### src/prmh_pkg.sv
// Package for the process ready min-heap: sizes, entry and result types,
// status and operation codes, state encoding and the heap ordering function.
// No dependencies.
`default_nettype none

package prmh_pkg;

  // Sizes
  localparam int DEPTH     = 64;
  localparam int ID_BITS   = 16;
  localparam int PRIO_BITS = 8;
  localparam int ADDR_BITS = (DEPTH > 1) ? $clog2(DEPTH) : 1;
  localparam int CNT_BITS  = $clog2(DEPTH + 1);
  // Child index of the deepest node, plus one for the right child
  localparam int KID_BITS  = ADDR_BITS + 2;
  localparam int STAT_BITS = 3;

  // One queued process
  typedef struct packed {
    logic [ID_BITS-1:0]   id;
    logic [PRIO_BITS-1:0] prio;
  } entry_t;

  typedef enum logic [0:0] {
    KIND_INSERT = 1'b0,
    KIND_REMOVE = 1'b1
  } kind_t;

  typedef enum logic [STAT_BITS-1:0] {
    ST_INSERTED = 3'd0,
    ST_DUP      = 3'd1,
    ST_REMOVED  = 3'd2,
    ST_EMPTY    = 3'd3,
    ST_FULL     = 3'd4
  } status_t;

  // One result beat
  typedef struct packed {
    status_t              status;
    logic [ID_BITS-1:0]   id;
    logic [PRIO_BITS-1:0] prio;
    logic [CNT_BITS-1:0]  count;
  } res_t;

  // Heap memory access for one cycle
  typedef struct packed {
    logic                 we;
    logic [ADDR_BITS-1:0] waddr;
    entry_t               wdata;
    logic                 re;
    logic [ADDR_BITS-1:0] raddr;
  } ram_req_t;

  typedef enum logic [3:0] {
    S_IDLE,
    S_SCAN,
    S_UP_CHK,
    S_UP_CMP,
    S_RM_LAST,
    S_RM_LOAD,
    S_DN_RDL,
    S_DN_RDR,
    S_DN_CMP,
    S_RESP
  } seq_state_t;

  // True when a must be served before b
  function automatic logic goes_first(entry_t a, entry_t b);
    logic r;
    if (a.prio != b.prio) begin
      r = (a.prio < b.prio);
    end else begin
      r = (a.id < b.id);
    end
    return r;
  endfunction

endpackage

`default_nettype wire

### src/prmh_ram.sv
// Heap storage: one write port, one read port, registered read data.
// Depends on prmh_pkg.
`default_nettype none

module prmh_ram (
  input  wire logic               clk,
  input  wire prmh_pkg::ram_req_t req,
  output prmh_pkg::entry_t        rdata
);

  prmh_pkg::entry_t mem [prmh_pkg::DEPTH];
  prmh_pkg::entry_t rdata_r;

  // Write port
  always_ff @(posedge clk) begin
    if (req.we) begin
      mem[req.waddr] <= req.wdata;
    end
  end

  // Read port, registered read data
  always_ff @(posedge clk) begin
    if (req.re) begin
      rdata_r <= mem[req.raddr];
    end
  end

  assign rdata = rdata_r;

endmodule

`default_nettype wire

### src/prmh_seq.sv
// Heap sequencer: duplicate scan, sift-up on insert, root removal and
// sift-down, all through the one read and one write port of the heap memory. Holds the entry count.
// Depends on prmh_pkg.
`default_nettype none

module prmh_seq (
  input  wire logic                        clk,
  input  wire logic                        rst_n,
  input  wire logic                        in_valid,
  output logic                             in_stall,
  input  wire logic                        in_kind,
  input  wire logic [prmh_pkg::ID_BITS-1:0]   in_proc_id,
  input  wire logic [prmh_pkg::PRIO_BITS-1:0] in_prio,
  output prmh_pkg::ram_req_t               ram_req,
  input  wire prmh_pkg::entry_t            ram_rdata,
  output logic                             res_valid,
  input  wire logic                        res_ready,
  output prmh_pkg::res_t                   res
);

  localparam int AW = prmh_pkg::ADDR_BITS;
  localparam int CW = prmh_pkg::CNT_BITS;
  localparam int KW = prmh_pkg::KID_BITS;

  // Control registers
  prmh_pkg::seq_state_t state_r, state_nxt;
  logic [CW-1:0]        count_r, count_nxt;
  logic                 rv_r, rv_nxt;

  // Payload registers
  prmh_pkg::entry_t        ent_r, ent_nxt;
  prmh_pkg::entry_t        kid_r, kid_nxt;
  logic                    has_r_r, has_r_nxt;
  logic [CW-1:0]           scan_r, scan_nxt;
  logic [AW-1:0]           pos_r, pos_nxt;
  prmh_pkg::status_t       rstat_r, rstat_nxt;
  prmh_pkg::entry_t        rent_r, rent_nxt;

  // Tree index arithmetic
  logic [KW-1:0]    lkid, rkid;
  logic [AW-1:0]    pos_m1, parent;
  logic [CW-1:0]    cnt_m1;
  prmh_pkg::entry_t best;
  logic [AW-1:0]    best_addr;
  logic             scan_issue;

  assign lkid   = KW'({pos_r, 1'b1});
  assign rkid   = lkid + KW'(1);
  assign pos_m1 = pos_r - AW'(1);
  assign parent = pos_m1 >> 1;
  assign cnt_m1 = count_r - CW'(1);
  assign scan_issue = (scan_r < count_r);

  // Smaller of the two children during sift-down
  always_comb begin
    if (has_r_r && prmh_pkg::goes_first(ram_rdata, kid_r)) begin
      best      = ram_rdata;
      best_addr = rkid[AW-1:0];
    end else begin
      best      = kid_r;
      best_addr = lkid[AW-1:0];
    end
  end

  // Next state and memory requests
  always_comb begin
    state_nxt = state_r;
    count_nxt = count_r;
    rv_nxt    = 1'b0;
    ent_nxt   = ent_r;
    kid_nxt   = kid_r;
    has_r_nxt = has_r_r;
    scan_nxt  = scan_r;
    pos_nxt   = pos_r;
    rstat_nxt = rstat_r;
    rent_nxt  = rent_r;
    ram_req   = '0;
    res_valid = 1'b0;
    in_stall  = 1'b1;

    case (state_r)
      prmh_pkg::S_IDLE: begin
        in_stall = 1'b0;
        if (in_valid) begin
          ent_nxt.id   = in_proc_id;
          ent_nxt.prio = in_prio;
          rent_nxt     = '0;
          scan_nxt     = '0;
          if (prmh_pkg::kind_t'(in_kind) == prmh_pkg::KIND_INSERT) begin
            state_nxt = prmh_pkg::S_SCAN;
          end else if (count_r == '0) begin
            rstat_nxt = prmh_pkg::ST_EMPTY;
            state_nxt = prmh_pkg::S_RESP;
          end else begin
            ram_req.re    = 1'b1;
            ram_req.raddr = '0;
            state_nxt     = prmh_pkg::S_RM_LAST;
          end
        end
      end

      // Pipelined ID scan: issue one read a cycle, check the one before
      prmh_pkg::S_SCAN: begin
        if (rv_r && (ram_rdata.id == ent_r.id)) begin
          rstat_nxt = prmh_pkg::ST_DUP;
          state_nxt = prmh_pkg::S_RESP;
        end else if (!rv_r && !scan_issue) begin
          if (count_r == CW'(prmh_pkg::DEPTH)) begin
            rstat_nxt = prmh_pkg::ST_FULL;
            state_nxt = prmh_pkg::S_RESP;
          end else begin
            pos_nxt   = count_r[AW-1:0];
            count_nxt = count_r + CW'(1);
            state_nxt = prmh_pkg::S_UP_CHK;
          end
        end else if (scan_issue) begin
          ram_req.re    = 1'b1;
          ram_req.raddr = scan_r[AW-1:0];
          scan_nxt      = scan_r + CW'(1);
          rv_nxt        = 1'b1;
        end
      end

      // Sift-up: fetch the parent unless at the root
      prmh_pkg::S_UP_CHK: begin
        if (pos_r == '0) begin
          ram_req.we    = 1'b1;
          ram_req.waddr = '0;
          ram_req.wdata = ent_r;
          rstat_nxt     = prmh_pkg::ST_INSERTED;
          state_nxt     = prmh_pkg::S_RESP;
        end else begin
          ram_req.re    = 1'b1;
          ram_req.raddr = parent;
          state_nxt     = prmh_pkg::S_UP_CMP;
        end
      end

      prmh_pkg::S_UP_CMP: begin
        ram_req.we = 1'b1;
        if (prmh_pkg::goes_first(ent_r, ram_rdata)) begin
          // Parent moves down one level
          ram_req.waddr = pos_r;
          ram_req.wdata = ram_rdata;
          pos_nxt       = parent;
          state_nxt     = prmh_pkg::S_UP_CHK;
        end else begin
          ram_req.waddr = pos_r;
          ram_req.wdata = ent_r;
          rstat_nxt     = prmh_pkg::ST_INSERTED;
          state_nxt     = prmh_pkg::S_RESP;
        end
      end

      // Root arrives; fetch the last entry
      prmh_pkg::S_RM_LAST: begin
        rent_nxt      = ram_rdata;
        rstat_nxt     = prmh_pkg::ST_REMOVED;
        ram_req.re    = 1'b1;
        ram_req.raddr = cnt_m1[AW-1:0];
        count_nxt     = cnt_m1;
        state_nxt     = prmh_pkg::S_RM_LOAD;
      end

      prmh_pkg::S_RM_LOAD: begin
        ent_nxt = ram_rdata;
        pos_nxt = '0;
        if (count_r == '0) begin
          state_nxt = prmh_pkg::S_RESP;
        end else begin
          state_nxt = prmh_pkg::S_DN_RDL;
        end
      end

      // Sift-down: a leaf takes the moving entry, else fetch the left child
      prmh_pkg::S_DN_RDL: begin
        if (lkid >= KW'(count_r)) begin
          ram_req.we    = 1'b1;
          ram_req.waddr = pos_r;
          ram_req.wdata = ent_r;
          state_nxt     = prmh_pkg::S_RESP;
        end else begin
          ram_req.re    = 1'b1;
          ram_req.raddr = lkid[AW-1:0];
          state_nxt     = prmh_pkg::S_DN_RDR;
        end
      end

      prmh_pkg::S_DN_RDR: begin
        kid_nxt   = ram_rdata;
        has_r_nxt = (rkid < KW'(count_r));
        if (rkid < KW'(count_r)) begin
          ram_req.re    = 1'b1;
          ram_req.raddr = rkid[AW-1:0];
        end
        state_nxt = prmh_pkg::S_DN_CMP;
      end

      prmh_pkg::S_DN_CMP: begin
        ram_req.we    = 1'b1;
        ram_req.waddr = pos_r;
        if (prmh_pkg::goes_first(best, ent_r)) begin
          // Smaller child moves up one level
          ram_req.wdata = best;
          pos_nxt       = best_addr;
          state_nxt     = prmh_pkg::S_DN_RDL;
        end else begin
          ram_req.wdata = ent_r;
          state_nxt     = prmh_pkg::S_RESP;
        end
      end

      prmh_pkg::S_RESP: begin
        res_valid = 1'b1;
        if (res_ready) begin
          state_nxt = prmh_pkg::S_IDLE;
        end
      end

      default: begin
        state_nxt = prmh_pkg::S_IDLE;
      end
    endcase
  end

  assign res.status = rstat_r;
  assign res.id     = rent_r.id;
  assign res.prio   = rent_r.prio;
  assign res.count  = count_r;

  // Control state
  always_ff @(posedge clk) begin
    if (!rst_n) begin
      state_r <= prmh_pkg::S_IDLE;
      count_r <= '0;
      rv_r    <= 1'b0;
    end else begin
      state_r <= state_nxt;
      count_r <= count_nxt;
      rv_r    <= rv_nxt;
    end
  end

  // Working payload
  always_ff @(posedge clk) begin
    ent_r   <= ent_nxt;
    kid_r   <= kid_nxt;
    has_r_r <= has_r_nxt;
    scan_r  <= scan_nxt;
    pos_r   <= pos_nxt;
    rstat_r <= rstat_nxt;
    rent_r  <= rent_nxt;
  end

endmodule

`default_nettype wire

### src/prmh_outreg.sv
// Result output register: holds one result beat so the sequencer can take
// the next item while the consumer stalls. Depends on prmh_pkg.
`default_nettype none

module prmh_outreg (
  input  wire logic                           clk,
  input  wire logic                           rst_n,
  input  wire logic                           res_valid,
  output logic                                res_ready,
  input  wire prmh_pkg::res_t                 res,
  output logic                                out_valid,
  input  wire logic                           out_stall,
  output logic [prmh_pkg::STAT_BITS-1:0]      out_status,
  output logic [prmh_pkg::ID_BITS-1:0]        out_id,
  output logic [prmh_pkg::PRIO_BITS-1:0]      out_prio,
  output logic [prmh_pkg::CNT_BITS-1:0]       out_count
);

  logic           valid_r, valid_nxt;
  prmh_pkg::res_t data_r;
  logic           load;

  // Free when empty or when the held beat leaves this cycle
  assign res_ready = !valid_r || !out_stall;
  assign load      = res_valid && res_ready;

  always_comb begin
    valid_nxt = valid_r;
    if (load) begin
      valid_nxt = 1'b1;
    end else if (valid_r && !out_stall) begin
      valid_nxt = 1'b0;
    end
  end

  always_ff @(posedge clk) begin
    if (!rst_n) begin
      valid_r <= 1'b0;
    end else begin
      valid_r <= valid_nxt;
    end
  end

  always_ff @(posedge clk) begin
    if (load) begin
      data_r <= res;
    end
  end

  assign out_valid  = valid_r;
  assign out_status = data_r.status;
  assign out_id     = data_r.id;
  assign out_prio   = data_r.prio;
  assign out_count  = data_r.count;

endmodule

`default_nettype wire

### src/process_ready_min_heap_top.sv
// Process ready queue kept as a binary min-heap in one synchronous memory.
// Each item is an insert (ID, priority) or a remove of the entry with the
// lowest priority number, the lower ID winning ties. One item is worked at a
// time; the single read port of the heap memory sets the rate. An insert
// scans every queued ID for a duplicate at one entry per cycle, then sifts
// up, reading the parent and writing one entry per level. A remove reads the
// root and the last entry, then sifts down, reading the children and
// writing one entry per level. The result is then handed to the output
// register, which lets the next item in while a result is stalled.
// No clearing pass: reset clears only the control state and the entry count.
// Depends on prmh_pkg, prmh_seq, prmh_ram and prmh_outreg.
`default_nettype none

module process_ready_min_heap_top (
  input  wire logic                           clk,
  input  wire logic                           rst_n,
  input  wire logic                           in_valid,
  output logic                                in_stall,
  input  wire logic                           in_kind,
  input  wire logic [prmh_pkg::ID_BITS-1:0]   in_proc_id,
  input  wire logic [prmh_pkg::PRIO_BITS-1:0] in_prio,
  output logic                                out_valid,
  input  wire logic                           out_stall,
  output logic [prmh_pkg::STAT_BITS-1:0]      out_status,
  output logic [prmh_pkg::ID_BITS-1:0]        out_id,
  output logic [prmh_pkg::PRIO_BITS-1:0]      out_prio,
  output logic [prmh_pkg::CNT_BITS-1:0]       out_count
);

  prmh_pkg::ram_req_t ram_req;
  prmh_pkg::entry_t   ram_rdata;
  prmh_pkg::res_t     res;
  logic               res_valid;
  logic               res_ready;

  prmh_seq u_seq (
    .clk        (clk),
    .rst_n      (rst_n),
    .in_valid   (in_valid),
    .in_stall   (in_stall),
    .in_kind    (in_kind),
    .in_proc_id (in_proc_id),
    .in_prio    (in_prio),
    .ram_req    (ram_req),
    .ram_rdata  (ram_rdata),
    .res_valid  (res_valid),
    .res_ready  (res_ready),
    .res        (res)
  );

  prmh_ram u_ram (
    .clk   (clk),
    .req   (ram_req),
    .rdata (ram_rdata)
  );

  prmh_outreg u_outreg (
    .clk        (clk),
    .rst_n      (rst_n),
    .res_valid  (res_valid),
    .res_ready  (res_ready),
    .res        (res),
    .out_valid  (out_valid),
    .out_stall  (out_stall),
    .out_status (out_status),
    .out_id     (out_id),
    .out_prio   (out_prio),
    .out_count  (out_count)
  );

endmodule

`default_nettype wire

### config.mk
export PLATFORM = sky130hd
export DESIGN_NAME = process_ready_min_heap_top
export DESIGN_NICKNAME = d
export VERILOG_FILES = /design/src/prmh_pkg.sv /design/src/prmh_ram.sv /design/src/prmh_seq.sv /design/src/prmh_outreg.sv /design/src/process_ready_min_heap_top.sv
export SDC_FILE = /design/constraint.sdc
export NUM_CORES = 2
export LEC_CHECK = 0
export BUFFER_PORTS_ARGS = -buffer_cell sky130_fd_sc_hd__buf_2
export CELL_PAD_IN_SITES_DETAIL_PLACEMENT = 1
export CELL_PAD_IN_SITES_GLOBAL_PLACEMENT = 1
export CORE_ASPECT_RATIO = 0.6
export CORE_MARGIN = 1
export CORE_UTILIZATION = 40
export DETAILED_ROUTE_END_ITERATION = 12
export PLACE_DENSITY_LB_ADDON = 0.1
export SETUP_SLACK_MARGIN = 0.3
export SKIP_LAST_GASP = 1
export SYNTH_ARGS = -nofsm -noshare
export SYNTH_HDL_FRONTEND = slang
export SYNTH_SLANG_ARGS = --single-unit
### constraint.sdc
create_clock -name clk -period 15.6 [get_ports clk]
set_clock_uncertainty 0.2 [all_clocks]
set_input_delay 2.34 -clock clk [delete_from_list [all_inputs] [get_ports clk]]
set_output_delay 2.34 -clock clk [all_outputs]
set_load 0.01 [all_outputs]
==> metrics.txt <==
DRC 0; Fillers 17470; Synthesized Nets 5302; Arr. time, crit path 8210 ps; die span in x 541.7 um; Post-synth EDFFs 1683; Setup TNS Final 0 ps; worst hold path class flop to flop; Final setup violation count 0; grt ovf 0; crit path time final 7877 ps; Cell variety after synth 82; fin crit share 50.49%; reg-to-reg endpoint u_ram.mem[23][14]$_DFFE_PP_; Inserted Clock Buffers 168; Die H 325.8 um; flop-to-flop setup slack 7720 ps; CTS root buf clkbuf_16; Yosys reg bits 1696; clk sinks 1696; CP cell instances inv_1 -> ha_1 -> nand2b_1 -> a21o_1 -> a21o_1 -> a21oi_1 -> o221ai_1 -> nand2_1 -> buf_4 -> o21ai_0 -> ha_1 -> nand4_1 -> or4_1 -> nor2_1 -> a31oi_1 -> o22ai_1 -> a211o_1 -> a221o_2 -> buf_4; final wirelength 239.1 mm; fmax 127.0 MHz; hold endpoint u_outreg.out_id[15]$_DFFE_PP_; max-cap violation count 0; vias per inst 6.002; per-cell routed wire length 31.11 um; vias in the first global route 44930; Top FF cell, synth edfxtp_1; min-delay src u_seq.res[30]$_SDFFCE_PN0P_; Critical Path Sink Type flop; worst-case reg-to-reg path depth 19; Post-CTS Hold Buffers 0; GRT Util Overall 26.80%; Syn. warnings 0; status finished clean; Worst VDD drop 0.1945 mV; DP Area 73120 sq um; Pre-antenna DRT Iters 5; R2R Path Start u_ram.rdata[0]$_DFFE_PP_; leakage power 27.24 nW; startpoint types flop; routability cong. 0.8572; crit path kind flop to flop; Area growth, synth to finish 12.01%; CP max-delay cell a221o_2; global-route wire length before repair 339.5 mm; Clock transition at path regs 60 ps; post-route ant nets 0; # Post-CTS Setup Buffers 0; share of the yosys chip area belonging to registers 72.66%; Core ar. 173000 sq um; post-DP HPWL 133.3 mm; largest net degree at the start of global routing 160; port buffer count 64; RSZ-0062 raised after global routing false; CP max stage delay 1040 ps; via count 46130; hold path depth 0; fin nets 5341; htree depth 4; Final Cell Area 78300 sq um; final hold vios 0; Clock Latency Late Sink 820 ps; cells after synthesis 5180; Initial Util 40.40%; Mean Syn Cell Area 13.50 sq um; CP required 15930 ps; CTS tree done; die area 176500 sq um; share of cells above drive strength 1 11.09%; ys async rst share 0%; worst rel slew slack 2.952%; Cell Rows 118; max-slew violations 0; power per cell area 211.7 nW/um^2; Initial DRC Count 5851; pin slew with the least headroom to its limit 1449 ps; area of the mapped netlist 69910 sq um; Critical Path Fanout Max 46; clock buffer depth 4; io pins 65; initial antenna violation count 27; Post-CTS Resized 0
[Yosys cell counts (11+ instances only)]
cell	number	area (sq um)
o22a_1	17	148.9
o22ai_1	151	944.7
buf_4	21	157.7
o211ai_1	22	165.2
nand2_1	1106	4151
clkbuf_1	171	641.9
or4_1	30	225.2
nand3_1	86	430.4
dfxtp_1	13	260.3
o21ai_0	100	500.5
nor2b_1	11	68.82
a21oi_1	74	370.4
xnor2_1	20	175.2
a21boi_0	14	105.1
a21o_1	28	210.2
a221o_1	24	240.2
nor3_1	17	85.08
inv_1	88	330.3
mux2i_1	24	240.2
nor4_1	16	100.1
nor2_1	148	555.5
nand4_1	20	125.1
nand2b_1	12	75.07
edfxtp_1	1683	50540
nor4_2	11	137.6
buf_2	134	670.6
ha_1	93	1164
a31oi_1	319	1996
a211oi_1	231	1734
and3_1	365	2283
buf_1	23	86.33
[cell usage in the layout (no fill, tap or decap), types with 13 or more instances in the layout]
cell	instances
nor2_2	66
or4_1	30
nor4_1	16
nor3_1	15
xnor2_1	20
dfxtp_1	13
inv_1	88
nand2_1	1104
a221o_2	23
o211ai_1	22
edfxtp_1	1683
nor2_1	84
clkinv_1	33
o21ai_0	100
nand4_1	20
buf_2	64
a21o_1	27
nand3_1	84
a211oi_1	231
o22ai_1	151
a31oi_1	319
clkinv_2	29
clkbuf_16	173
ha_1	93
clkbuf_1	34
a21boi_0	14
o22a_1	17
a21oi_1	73
mux2i_1	24
buf_4	146
and3_1	365
[cell type report]
cell class	instances	area, sq um	area share, %
timing repair buffer	221	1610	2.056
inverter	88	330.3	0.4218
sequential	1696	50800	64.87
antenna	7	17.52	0.02237
tap	2340	2928	3.739
clock inverter	82	674.4	0.8613
multi-input combinational	3044	17490	22.33
clock buffer	207	4457	5.692
[sequential cells by signal (all words and copies together), names as in the netlist, 4 cells and up]
| register | count |
|---|---|
| u_outreg.out_count | 7 |
| u_seq.count_r | 7 |
| u_ram.mem | 1536 |
| u_outreg.out_id | 16 |
| u_seq.kid_r | 24 |
| u_ram.rdata | 24 |
| u_seq.scan_r | 7 |
| u_seq.ent_r | 24 |
| u_outreg.out_prio | 8 |
| u_seq.pos_r | 6 |
| u_seq.state_r | 4 |
| u_seq.res | 24 |
[kinds of logic after synthesis]
group,Yosys count,share of synthesized area (%)
simple gates,1863,12.23
flops,1696,72.66
compound gates,1033,9.942
buf+inv,440,2.720
fa+ha+maj,93,1.664
mux,28,0.4403
xor+xnor,27,0.3383
[metrics by stage]
stage	hold slack, ps	setup slack (ps)	total power, mW	utilization (%)	cells
6_report	220.8	7723	16.58	45.25	7685
5_1_grt	226.1	7454	17.34	45.24	7678
4_1_cts	221.8	7926	16.61	45.22	7675
3_5_place_dp	205.9	7990	12.64	42.26	7386
3_3_place_gp	202.2	8181	12.58	42.26	7386
2_1_floorplan	200.3	9875	9.980	-	5180
[where the power goes]
part           leakage [nW]  internal [mW]  switching [mW]
sequential             15.6           5.64           0.207
combinational          9.11           1.86            4.92
clock                  2.52           2.20            1.75
total                  27.2           9.70            6.87
[critical path: cells and delay by family, from the launching register on]
family	cells	cell delay, ps
flops	1	520
simple gates	5	1390
compound gates	9	3560
buf+inv	3	1110
fa+ha+maj	2	690
[metal layers]
layer / share of wire, % / vias up / track usage, %
met3: 8.1 / 255 / 4.824
met5: 0.023 / - / 0
met1: 49 / 24360 / 43.15
met4: 1.6 / 8 / 4.652
met2: 42 / 1729 / 37.68
li1: - / 19780 / -
[worst max-delay path by stage]
stage                              start                     endpoint  slack (ps)
2_1_floorplan  u_ram.rdata[23]$_DFFE_PP_   u_ram.mem[0][10]$_DFFE_PP_        9870
3_3_place_gp    u_seq.pos_r[3]$_DFFE_PP_     u_ram.rdata[1]$_DFFE_PP_        8180
3_5_place_dp    u_ram.rdata[0]$_DFFE_PP_  u_ram.mem[15][14]$_DFFE_PP_        7990
4_1_cts         u_ram.rdata[0]$_DFFE_PP_  u_ram.mem[23][14]$_DFFE_PP_        7930
5_1_grt         u_ram.rdata[0]$_DFFE_PP_  u_ram.mem[46][14]$_DFFE_PP_        7450
6_report        u_ram.rdata[0]$_DFFE_PP_  u_ram.mem[23][14]$_DFFE_PP_        7720
Power figures use the tool's default switching activity.
